`src/rtl/sh24_pkg.sv`:
```
package sh24_pkg;

   // siphash initialization constants
   localparam logic [63:0] SIP_C0 = 64'h736f6d6570736575;
   localparam logic [63:0] SIP_C1 = 64'h646f72616e646f6d;
   localparam logic [63:0] SIP_C2 = 64'h6c7967656e657261;
   localparam logic [63:0] SIP_C3 = 64'h7465646279746573;

   localparam logic [63:0] KEY_LOW_RESET  = 64'd31313;
   localparam logic [63:0] KEY_HIGH_RESET = 64'd1313131;
   localparam logic [63:0] FINAL_XOR      = 64'h00000000000000ff;

   localparam int FIN_ROUNDS  = 4;
   localparam int QUEUE_DEPTH = 2;
   localparam int QPTR_W      = $clog2(QUEUE_DEPTH);
   localparam int QCNT_W      = $clog2(QUEUE_DEPTH + 1);

   // register indexes on the csr port
   localparam logic REG_KEY_LOW  = 1'b0;
   localparam logic REG_KEY_HIGH = 1'b1;

   typedef enum logic [1:0] {
      OP_ABSORB,
      OP_FINAL_FULL,
      OP_FINAL_PART
   } op_type;

   typedef struct packed {
      op_type      op;
      logic [63:0] data;
      logic [2:0]  count;
   } entry_type;

   typedef struct packed {
      logic [63:0] v0;
      logic [63:0] v1;
      logic [63:0] v2;
      logic [63:0] v3;
   } sip_state_type;

   function automatic logic [63:0] rotl64(input logic [63:0] x, input int r);
      rotl64 = (x << r) | (x >> (64 - r));
   endfunction

   function automatic sip_state_type sip_round(input sip_state_type s);
      sip_state_type t;
      t = s;
      t.v0 = t.v0 + t.v1;
      t.v1 = rotl64(t.v1, 13) ^ t.v0;
      t.v0 = rotl64(t.v0, 32);
      t.v2 = t.v2 + t.v3;
      t.v3 = rotl64(t.v3, 16) ^ t.v2;
      t.v0 = t.v0 + t.v3;
      t.v3 = rotl64(t.v3, 21) ^ t.v0;
      t.v2 = t.v2 + t.v1;
      t.v1 = rotl64(t.v1, 17) ^ t.v2;
      t.v2 = rotl64(t.v2, 32);
      return t;
   endfunction

   function automatic sip_state_type sip_init(input logic [63:0] k0,
                                              input logic [63:0] k1);
      sip_state_type t;
      t.v0 = SIP_C0 ^ k0;
      t.v1 = SIP_C1 ^ k1;
      t.v2 = SIP_C2 ^ k0;
      t.v3 = SIP_C3 ^ k1;
      return t;
   endfunction

endpackage

```
`src/rtl/sh24_front.sv`:
```
module sh24_front
   import sh24_pkg::*;
(
   input  logic        req_valid,
   output logic        req_stall,
   input  logic [63:0] req_word_data,
   input  logic [3:0]  req_byte_count,
   input  logic        req_last_word,
   input  logic        queue_full,
   output logic        push,
   output entry_type   push_entry
);

   logic [63:0] tail;

   assign req_stall = queue_full;
   assign push      = req_valid && !queue_full;

   always_comb begin
      // keep only the valid bytes of a short last word
      for (int i = 0; i < 8; i++) begin
         tail[8*i +: 8] = (req_byte_count > 4'(i)) ? req_word_data[8*i +: 8] : 8'h00;
      end

      push_entry.count = req_byte_count[2:0];
      if (!req_last_word) begin
         push_entry.op   = OP_ABSORB;
         push_entry.data = req_word_data;
      end else if (req_byte_count >= 4'd8) begin
         push_entry.op   = OP_FINAL_FULL;
         push_entry.data = req_word_data;
      end else begin
         push_entry.op   = OP_FINAL_PART;
         push_entry.data = tail;
      end
   end

endmodule

```
`src/rtl/sh24_queue.sv`:
```
module sh24_queue
   import sh24_pkg::*;
(
   input  logic      clock,
   input  logic      reset,
   input  logic      push,
   input  entry_type push_entry,
   input  logic      pop,
   output entry_type pop_entry,
   output logic      empty,
   output logic      full
);

   entry_type           entry_ff [QUEUE_DEPTH];
   logic [QPTR_W-1:0]   wr_ptr_ff, wr_ptr_in;
   logic [QPTR_W-1:0]   rd_ptr_ff, rd_ptr_in;
   logic [QCNT_W-1:0]   count_ff, count_in;

   assign empty     = (count_ff == '0);
   assign full      = (count_ff == QCNT_W'(QUEUE_DEPTH));
   assign pop_entry = entry_ff[rd_ptr_ff];

   always_comb begin
      wr_ptr_in = wr_ptr_ff;
      rd_ptr_in = rd_ptr_ff;
      count_in  = count_ff;
      if (push) begin
         wr_ptr_in = (wr_ptr_ff == QPTR_W'(QUEUE_DEPTH - 1)) ? '0 : wr_ptr_ff + 1'b1;
      end
      if (pop) begin
         rd_ptr_in = (rd_ptr_ff == QPTR_W'(QUEUE_DEPTH - 1)) ? '0 : rd_ptr_ff + 1'b1;
      end
      if (push && !pop) begin
         count_in = count_ff + 1'b1;
      end else if (pop && !push) begin
         count_in = count_ff - 1'b1;
      end
   end

   always_ff @(posedge clock) begin
      if (reset) begin
         wr_ptr_ff <= '0;
         rd_ptr_ff <= '0;
         count_ff  <= '0;
      end else begin
         wr_ptr_ff <= wr_ptr_in;
         rd_ptr_ff <= rd_ptr_in;
         count_ff  <= count_in;
      end
      if (push) begin
         entry_ff[wr_ptr_ff] <= push_entry;
      end
   end

`ifndef SYNTH
   a_queue_no_overrun: assert property (@(posedge clock) disable iff (reset)
      (count_ff <= QCNT_W'(QUEUE_DEPTH)) && !(push && full && !pop))
      else $error("queue overrun");
`endif

endmodule

```
`src/rtl/sh24_back.sv`:
```
module sh24_back
   import sh24_pkg::*;
(
   input  logic        clock,
   input  logic        reset,
   input  logic        pop_valid,
   input  entry_type   pop_entry,
   output logic        pop,
   input  logic        reload,
   input  logic [63:0] key_low,
   input  logic [63:0] key_high,
   output logic        rsp_valid,
   input  logic        rsp_stall,
   output logic [63:0] rsp_hash_value
);

   typedef enum logic [2:0] {
      ST_IDLE,
      ST_R1,
      ST_R2,
      ST_FIN,
      ST_OUT
   } state_type;

   state_type     st_ff, st_in;
   sip_state_type v_ff, v_in;
   sip_state_type round_arg;
   sip_state_type round_out;
   logic [7:0]    len_ff, len_in;
   logic [63:0]   m_ff, m_in;
   logic          need_block_ff, need_block_in;
   logic          final_ff, final_in;
   logic [1:0]    fin_cnt_ff, fin_cnt_in;
   logic          rsp_valid_ff, rsp_valid_in;
   logic [63:0]   hash_ff, hash_in;
   logic [7:0]    len_sum;

   assign rsp_valid      = rsp_valid_ff;
   assign rsp_hash_value = hash_ff;

   always_comb begin
      st_in         = st_ff;
      v_in          = v_ff;
      len_in        = len_ff;
      m_in          = m_ff;
      need_block_in = need_block_ff;
      final_in      = final_ff;
      fin_cnt_in    = fin_cnt_ff;
      rsp_valid_in  = rsp_valid_ff;
      hash_in       = hash_ff;
      pop           = 1'b0;
      len_sum       = len_ff + {5'b00000, pop_entry.count};

      if (rsp_valid_ff && !rsp_stall) begin
         rsp_valid_in = 1'b0;
      end

      // message word for a new entry
      if (st_ff == ST_IDLE && pop_valid) begin
         pop = 1'b1;
         case (pop_entry.op)
            OP_ABSORB, OP_FINAL_FULL: begin
               m_in          = pop_entry.data;
               len_in        = len_ff + 8'd8;
               need_block_in = (pop_entry.op == OP_FINAL_FULL);
               final_in      = 1'b0;
            end
            OP_FINAL_PART: begin
               m_in          = {len_sum, pop_entry.data[55:0]};
               len_in        = len_sum;
               need_block_in = 1'b0;
               final_in      = 1'b1;
            end
            default: begin
               m_in          = pop_entry.data;
               len_in        = len_ff + 8'd8;
               need_block_in = 1'b0;
               final_in      = 1'b0;
            end
         endcase
      end

      // one shared round unit
      round_arg = v_ff;
      if (pop) begin
         round_arg.v3 = v_ff.v3 ^ m_in;
      end
      round_out = sip_round(round_arg);

      case (st_ff)
         ST_IDLE: begin
            if (pop) begin
               v_in  = round_out;
               st_in = ST_R2;
            end
         end
         ST_R1: begin
            v_in  = round_out;
            st_in = ST_R2;
         end
         ST_R2: begin
            v_in    = round_out;
            v_in.v0 = round_out.v0 ^ m_ff;
            if (need_block_ff) begin
               // full last word done, now the length-only block
               m_in          = {len_ff, 56'h0};
               v_in.v3       = round_out.v3 ^ {len_ff, 56'h0};
               need_block_in = 1'b0;
               final_in      = 1'b1;
               st_in         = ST_R1;
            end else if (final_ff) begin
               v_in.v2    = round_out.v2 ^ FINAL_XOR;
               fin_cnt_in = '0;
               st_in      = ST_FIN;
            end else begin
               st_in = ST_IDLE;
            end
         end
         ST_FIN: begin
            v_in       = round_out;
            fin_cnt_in = fin_cnt_ff + 1'b1;
            if (fin_cnt_ff == 2'(FIN_ROUNDS - 1)) begin
               st_in = ST_OUT;
            end
         end
         ST_OUT: begin
            if (!rsp_valid_ff || !rsp_stall) begin
               hash_in      = v_ff.v0 ^ v_ff.v1 ^ v_ff.v2 ^ v_ff.v3;
               rsp_valid_in = 1'b1;
               v_in         = sip_init(key_low, key_high);
               len_in       = 8'd0;
               final_in     = 1'b0;
               st_in        = ST_IDLE;
            end
         end
         default: begin
            st_in = ST_IDLE;
         end
      endcase

      // key write restarts the message
      if (reload) begin
         v_in          = sip_init(key_low, key_high);
         len_in        = 8'd0;
         need_block_in = 1'b0;
         final_in      = 1'b0;
         st_in         = ST_IDLE;
      end
   end

   always_ff @(posedge clock) begin
      if (reset) begin
         st_ff         <= ST_IDLE;
         v_ff          <= sip_init(KEY_LOW_RESET, KEY_HIGH_RESET);
         len_ff        <= 8'd0;
         need_block_ff <= 1'b0;
         final_ff      <= 1'b0;
         fin_cnt_ff    <= '0;
         rsp_valid_ff  <= 1'b0;
      end else begin
         st_ff         <= st_in;
         v_ff          <= v_in;
         len_ff        <= len_in;
         need_block_ff <= need_block_in;
         final_ff      <= final_in;
         fin_cnt_ff    <= fin_cnt_in;
         rsp_valid_ff  <= rsp_valid_in;
      end
      m_ff    <= m_in;
      hash_ff <= hash_in;
   end

`ifndef SYNTH
   a_pop_only_idle: assert property (@(posedge clock) disable iff (reset)
      pop |-> (st_ff == ST_IDLE) && pop_valid)
      else $error("entry taken outside idle");

   a_fin_to_out: assert property (@(posedge clock) disable iff (reset)
      (st_ff == ST_FIN) && (fin_cnt_ff == 2'(FIN_ROUNDS - 1)) && !reload
      |=> (st_ff == ST_OUT))
      else $error("finalization round count wrong");

   a_result_from_out: assert property (@(posedge clock) disable iff (reset)
      $rose(rsp_valid_ff) |-> $past(st_ff == ST_OUT))
      else $error("result loaded outside output state");
`endif

endmodule

```
`src/rtl/siphash_2_4_word_stream_core.sv`:
```
// channel | direction | ports                                   | handshake
// req     | in        | req_word_data, req_byte_count,          | req_valid / req_stall
//         |           | req_last_word                           |
// rsp     | out       | rsp_hash_value                          | rsp_valid / rsp_stall
// csr     | in/out    | csr_paddr[3:0] (key_low 0, key_high 8)  | apb, csr_pready tied high
//
// a full word gets 2 siphash rounds in the round engine, one siphash round per cycle
// a short last word goes through 2 rounds, 4 finalization rounds and the output load,
// a last word with 8 bytes gets one more 2-round block for the length
// a word is registered in the 2-entry queue before the engine can take it
// synchronous reset loads the key defaults and the derived state, no clearing pass
// req_stall rises only when the queue is full; a finished hash goes straight to the
// output register, the engine waits only when a second hash is ready while rsp_stall holds
module siphash_2_4_word_stream_core
   import sh24_pkg::*;
(
   input  logic        clock,
   input  logic        reset,
   // word input
   input  logic        req_valid,
   output logic        req_stall,
   input  logic [63:0] req_word_data,
   input  logic [3:0]  req_byte_count,
   input  logic        req_last_word,
   // hash output
   output logic        rsp_valid,
   input  logic        rsp_stall,
   output logic [63:0] rsp_hash_value,
   // key registers
   input  logic        csr_psel,
   input  logic        csr_penable,
   input  logic        csr_pwrite,
   input  logic [3:0]  csr_paddr,
   input  logic [63:0] csr_pwdata,
   output logic [63:0] csr_prdata,
   output logic        csr_pready
);

   logic [63:0] key_low_ff, key_low_in;
   logic [63:0] key_high_ff, key_high_in;
   logic        reload_ff, reload_in;
   logic        csr_write;

   logic        push;
   entry_type   push_entry;
   logic        pop;
   entry_type   pop_entry;
   logic        queue_empty;
   logic        queue_full;

   // register select is address bit 3, low address bits alias
   assign csr_pready = 1'b1;
   assign csr_write  = csr_psel && csr_penable && csr_pwrite && csr_pready;
   assign csr_prdata = (csr_paddr[3] == REG_KEY_HIGH) ? key_high_ff : key_low_ff;

   always_comb begin
      key_low_in  = key_low_ff;
      key_high_in = key_high_ff;
      reload_in   = csr_write;
      if (csr_write) begin
         case (csr_paddr[3])
            REG_KEY_LOW:  key_low_in  = csr_pwdata;
            REG_KEY_HIGH: key_high_in = csr_pwdata;
            default:      key_low_in  = key_low_ff;
         endcase
      end
   end

   // key write sets reload_ff, which makes the back end reload the engine state from the new keys
   always_ff @(posedge clock) begin
      if (reset) begin
         key_low_ff  <= KEY_LOW_RESET;
         key_high_ff <= KEY_HIGH_RESET;
         reload_ff   <= 1'b0;
      end else begin
         key_low_ff  <= key_low_in;
         key_high_ff <= key_high_in;
         reload_ff   <= reload_in;
      end
   end

   // front: classify and mask the incoming word
   sh24_front u_front (
      .req_valid      (req_valid),
      .req_stall      (req_stall),
      .req_word_data  (req_word_data),
      .req_byte_count (req_byte_count),
      .req_last_word  (req_last_word),
      .queue_full     (queue_full),
      .push           (push),
      .push_entry     (push_entry)
   );

   // short queue between front and round engine
   sh24_queue u_queue (
      .clock      (clock),
      .reset      (reset),
      .push       (push),
      .push_entry (push_entry),
      .pop        (pop),
      .pop_entry  (pop_entry),
      .empty      (queue_empty),
      .full       (queue_full)
   );

   // back: round engine, finalization and result register
   sh24_back u_back (
      .clock          (clock),
      .reset          (reset),
      .pop_valid      (!queue_empty),
      .pop_entry      (pop_entry),
      .pop            (pop),
      .reload         (reload_ff),
      .key_low        (key_low_ff),
      .key_high       (key_high_ff),
      .rsp_valid      (rsp_valid),
      .rsp_stall      (rsp_stall),
      .rsp_hash_value (rsp_hash_value)
   );

endmodule
```
`config.mk`:
```
export PLATFORM = sky130hd
export DESIGN_NAME = siphash_2_4_word_stream_core
export DESIGN_NICKNAME = d
export VERILOG_FILES = /design/src/rtl/sh24_pkg.sv /design/src/rtl/sh24_front.sv /design/src/rtl/sh24_queue.sv /design/src/rtl/sh24_back.sv /design/src/rtl/siphash_2_4_word_stream_core.sv
export SDC_FILE = /design/constraint.sdc
export NUM_CORES = 2
export LEC_CHECK = 0
export BUFFER_PORTS_ARGS = -buffer_cell sky130_fd_sc_hd__buf_2
export CAP_MARGIN = 20
export CORE_AREA = 2 2 313 315
export CTS_BUF_LIST = sky130_fd_sc_hd__clkbuf_8
export CTS_CLUSTER_DIAMETER = 100
export CTS_CLUSTER_SIZE = 10
export DETAILED_ROUTE_END_ITERATION = 10
export DIE_AREA = 0 0 315 317
export GPL_TIMING_DRIVEN = 0
export HOLD_SLACK_MARGIN = 0.08
export PLACE_DENSITY_LB_ADDON = 0.2
export SYNTH_ARGS = -nofsm -noshare
export SYNTH_HDL_FRONTEND = slang
export SYNTH_SLANG_ARGS = --single-unit
```
`constraint.sdc`:
```
create_clock -name clock -period 8.9 [get_ports clock]
set_input_delay 0 -clock clock [delete_from_list [all_inputs] [get_ports clock]]
set_output_delay 0 -clock clock [all_outputs]
set_load 0.01 [all_outputs]
```
==> impl_metrics.csv, run 1 <==
group,metric,value,unit
run_status,run_status,"aborted with a tool error",
run_status,stop_stage,"global routing (5_1_grt)",
run_status,error,"[ERROR GRT-0116] Global routing finished with congestion. Check the congestion regions in the DRC Viewer.",
clock_tree,root_buffer,"clkbuf_8",
global_routing,grt_pass1_vias,54000,
global_routing,grt_max_degree,69,
synth,synth_edf_count,202,
global_routing,globalRouteTotalUtil,0.669,
clock_tree,clock_sinks,672,
synth,ys_seq_area_frac,0.323,
place,post_dp_cell_area,51300,sq um
place,hpwl,265000,um
floorplanning,ios,275,
clock_tree,cts_max_path_buffers,3,
synth,synth_cell_types,121,
place,port_buffers,270,
synth,synth_area,47900,sq um
synth,syn_area_per_cell,8.36,sq um
floorplanning,die_h,317,um
global_routing,grt_overflow,8,
clock_tree,numCtsBuffers,78,
synth,synth_seq_cells,672,
clock_tree,htreeDepth,3,
synth,syn-num-nets,6113,
synth,synth_ff_type,"dfxtp_1",
synth,syn_inst,5724,
floorplanning,num_rows,114,
global_routing,grt_pass1_wl,456000,um
place,gp_congestion,1.33,
floorplanning,initial_core_util,0.497,
floorplanning,die_w,315,um
synth,synth-async-reset-ratio,0,
synth,yosys_warnings,0,
==> per-layer routing <==
layer  GRT usage  GRT overflow
met1       0.716             0
met2       0.843             4
met4       0.629             4
met3       0.464             0
met5       0.145             0
==> stage by stage <==
step | TNS [ns] | util | hold slack (ns) | setup WS [ns] | std cells
floorplan | 0 | - | 0.0989 | 0.711 | 5724
global placement | -412.20 | 0.528 | 0.233 | -4.17 | 7270
detailed placement | -373.16 | 0.533 | 0.240 | -4.05 | 7307
CTS | 0 | 0.594 | 0.0803 | 0.00138 | 7696
==> cell usage after synthesis, types with 36 or more instances <==
master	instances	area, sq um
inv_1	134	503
nor2_1	397	1490
xnor2_1	457	4000
a211oi_1	113	848
and2_1	74	463
xor2_1	286	2500
a21o_1	113	848
o211ai_1	79	593
o21a_1	37	278
nand2b_1	37	231
nor3_1	83	415
a311oi_1	36	315
and3_1	39	244
dfxtp_1	470	9410
mux2_2	112	1260
clkbuf_1	267	1000
a31oi_1	42	263
a221oi_1	38	333
ha_1	240	3000
edfxtp_1	202	6070
nand4_1	40	250
nand2_1	784	2940
nor2b_1	59	369
a21oi_1	590	2950
o21bai_1	50	375
nand3_1	97	485
o21ai_0	337	1690
==> timing repair <==
action / in CTS
gates resized for setup: 307
hold endpoints to repair: 406
pin swaps: 54
setup buffers: 48
hold buffers: 226
setup endpoints to repair: 201
==> cells by family after synthesis <==
logic type | share of synthesized area
buf+inv | 0.0381
simple gates | 0.163
flops | 0.323
mux | 0.0311
fa+ha+maj | 0.0673
compound gates | 0.227
other cells | 0.0000784
xor+xnor | 0.150
==> inputs of run 2 (changes only) <==
--- a/config.mk
+++ b/config.mk
@@ -7,15 +7,11 @@
 export LEC_CHECK = 0
 export BUFFER_PORTS_ARGS = -buffer_cell sky130_fd_sc_hd__buf_2
 export CAP_MARGIN = 20
-export CORE_AREA = 2 2 313 315
-export CTS_BUF_LIST = sky130_fd_sc_hd__clkbuf_8
-export CTS_CLUSTER_DIAMETER = 100
-export CTS_CLUSTER_SIZE = 10
+export CORE_AREA = 2 2 373 375
 export DETAILED_ROUTE_END_ITERATION = 10
-export DIE_AREA = 0 0 315 317
+export DIE_AREA = 0 0 375 377
 export GPL_TIMING_DRIVEN = 0
-export HOLD_SLACK_MARGIN = 0.08
-export PLACE_DENSITY_LB_ADDON = 0.2
+export PLACE_DENSITY_LB_ADDON = 0.15
 export SYNTH_ARGS = -nofsm -noshare
 export SYNTH_HDL_FRONTEND = slang
 export SYNTH_SLANG_ARGS = --single-unit
==> run 2 against run 1 <==
  * The flow now finishes, with violations (setup timing)
  * Area after synthesis unchanged
  * Synthesized cell count unchanged
==> impl_metrics.csv, run 2 <==
group,metric,value,unit
clock_tree,cts_tree,"built",
worst_setup_path,cp-end-kind,"flip-flop",
cells_and_area,nFillCells,13500,
place,post_dp_cell_area,52700,sq um
synth,syn-num-nets,6113,
place,hpwl,314000,um
cells_and_area,areaGrowthSynthToFinish,29.5,%
global_routing,grt_overflow,0,
worst_setup_path,cpMaxStageDelayCell,"xnor2_2",
drt,avgViaCountPerCell,6.56,
worst_setup_path,worstRegToRegCells,32,
min_path,whs_endpoint,"key_low_ff[62]$_SDFFE_PP0P_",
clock_tree,clk_pin_slew_worst_paths,0.06,ns
floorplanning,ios,275,
global_routing,globalRouteTotalUtil,0.517,
timing,setup_violations,13,
floorplanning,die_area,141000,sq um
floorplanning,die_h,377,um
global_routing,grt_pass1_vias,48800,
timing,max_freq,109,MHz
synth,yosys_warnings,0,
synth,syn_inst,5724,
clock_tree,clock_latency,0.79,ns
run_status,run_status,"finished, violations left",
worst_setup_path,path_class,"reg2reg",
synth,netlist.area_leader.share,0.197,
clock_tree,htreeDepth,3,
run_status,violations,"setup timing",
cells_and_area,final_common_cell,"nand2_1",
clock_tree,numCtsBuffers,84,
synth,ys_top_cells_by_count,"nand2_1 (784), a21oi_1 (590), dfxtp_1 (470), xnor2_1 (457), nor2_1 (397)",
worst_setup_path,rrSetupSlack,-0.27,ns
floorplanning,num_rows,136,
floorplanning,initial_core_util,0.349,
worst_setup_path,crit_path_start_kind,"flip-flop",
cells_and_area,largest_reg_flops,192,
place,gp_congestion,1.17,
min_path,worst_hold_path_type,"in2reg",
clock_tree,cts_max_path_buffers,3,
timing,fin_crit,9.17,ns
cells_and_area,layout_common_cells,"nand2_1 (748), a21oi_1 (558), dfxtp_1 (440), nor2_1 (385), xnor2_1 (368)",
worst_setup_path,crit_path_max_incr_delay,1.02,ns
global_routing,grt_pass1_wl,479000,um
drt,vias,54600,
min_path,min_path_cells,6,
timing,slew_viol_final,0,
flow_run,maxCapViolCount,0,
drt,initialDrtViolationCount,8393,
cells_and_area,multiInputGateArea,34100,sq um
timing,setup_slack,-0.267,ns
global_routing,antenna_found_initial,52,
worst_setup_path,reg2reg_to,"u_back.v_ff[42]$_SDFFE_PP1P_",
worst_setup_path,crit_fanout,5,
worst_setup_path,crit_required,9.49,ns
clock_tree,clock_sinks,672,
synth,synth_ff_type,"dfxtp_1",
worst_setup_path,path_delay_family,"compound AO/OA/AOI/OAI gates",
timing,fin_crit_sh,1.03,
synth,syn_area_per_cell,8.36,sq um
drt,drt_pass1_iterations,7,
cells_and_area,finish.instance_area,62000,sq um
drt,ant_nets,0,
min_path,hp-start,"csr_pwrite",
timing,whs,0.0311,ns
cells_and_area,regArea,15500,sq um
worst_setup_path,reg2reg_from,"u_back.round_arg[139]$_SDFFE_PP0P_",
worst_setup_path,critPathArrivalTime,9.75,ns
drt,wl_per_cell,45.4,um
drt,drc_errors,0,
synth,netlist_top_cells_area,"dfxtp_1 (20%), edfxtp_1 (13%), xnor2_1 (8.4%)",
floorplanning,die_w,375,um
synth,synth_area,47900,sq um
synth,synth_cell_types,121,
floorplanning,core_area,137000,sq um
synth,synth_most_common_cell,"nand2_1",
place,port_buffers,270,
timing,relSlewSlack,0.0556,
worst_setup_path,crit_path_frequent_cell,"a31oi_4",
clock_tree,root_buffer,"clkbuf_16",
cells_and_area,layout.nets,6812,
timing,finalHoldViolCount,0,
timing,worst_pin_slew,1.42,ns
timing,rsz0062_at_grt,"yes",
synth,synth-async-reset-ratio,0,
synth,ys_seq_area_frac,0.323,
timing,fin_skew,0.0469,ns
worst_setup_path,cp_num_buf_inv,3,
synth,synth_edf_count,202,
cells_and_area,drive_gt1_frac,0.196,
synth,synth_largest_area_cell,"dfxtp_1",
synth,synth_seq_cells,672,
global_routing,grt_max_degree,64,
drt,drt_wl_total,378000,um
place,place_ws,-4.60,ns
cells_and_area,post-route-util,0.452,
[run 2: metrics by stage]
step                instances  setup TNS [ns]
global route             8288          -0.228
CTS                      8211               0
floorplan                5724               0
global placement         7788         -620.89
finish                   8326          -0.721
detailed placement       7867         -463.43
[run 2: logic make-up after synthesis]
group / count (synthesis) / synth area share
adders and majority gates: 257 / 0.0673
other: 1 / 0.0000784
DFF: 672 / 0.323
muxes: 134 / 0.0311
and+or+nand+nor: 1729 / 0.163
xor gates and xnor gates: 774 / 0.150
buffers and inverters: 466 / 0.0381
AOI/OAI and AO/OA: 1691 / 0.227
[run 2: worst max-delay path by stage]
| stage | slack (ns) | cells after the start | start | to |
|---|---|---|---|---|
| after detailed placement | -4.60 | 38 | flip-flop | u_back.v_ff[50]$_SDFFE_PP1P_ |
| after global placement | -6.46 | 32 | u_back.st_ff[1]$_SDFFE_PP0P_ | u_back.v_ff[49]$_SDFFE_PP0P_ |
| after CTS | 0.001 | 42 | flip-flop | u_back.v_ff[62]$_SDFFE_PP1P_ |
| after global routing | -0.10 | 40 | u_back.st_ff[0]$_SDFFE_PP0P_ | u_back.v_ff[62]$_SDFFE_PP1P_ |
| final | -0.27 | 32 | u_back.round_arg[139]$_SDFFE_PP0P_ | u_back.v_ff[42]$_SDFFE_PP1P_ |
| after floorplan | 0.71 | 39 | flip-flop | u_back.v_ff[62]$_SDFFE_PP1P_ |
[run 2: what timing repair did]
action                     CTS  global route
cloned                       0             2
setup endpoints to repair  200            94
gates resized for setup    415           217
setup buffers               61            66
pin swaps                   61            80
hold endpoints to repair   302             0
hold buffers               141             0
[run 2: routing by layer]
layer / wire, um / track usage / vias up
met1: 135000 / 0.589 / 26700
met4: 44000 / 0.487 / 16
met2: 146000 / 0.703 / 4631
met5: 187 / 0.0120 / -
li1: - / - / 21900
met3: 53500 / 0.243 / 1398
[run 2: layout make-up]
class	instances	area share
tap	1794	0.0362
sequential	672	0.251
inverter	135	0.00822
timing repair buffer	633	0.0834
buffer	311	0.0236
multi-input combinational	4586	0.551
antenna	38	0.00153
clock inverter	42	0.00792
clock buffer	115	0.0379
[run 2: worst reg2reg max path, delay by kind of cell, from the launching register on]
| family | cells | cell delay (ns) |
|---|---|---|
| AO/OA/AOI/OAI | 17 | 4.11 |
| XOR/XNOR | 3 | 1.59 |
| adder cells (fa/ha/maj) | 2 | 0.82 |
| buffers and inverters | 3 | 0.56 |
| flip-flops | 1 | 0.62 |
| AND/OR/NAND/NOR | 7 | 1.28 |
Power of run 2 is not shown: default switching activity piles up to over one toggle a cycle in this logic, so the estimate is an artifact.
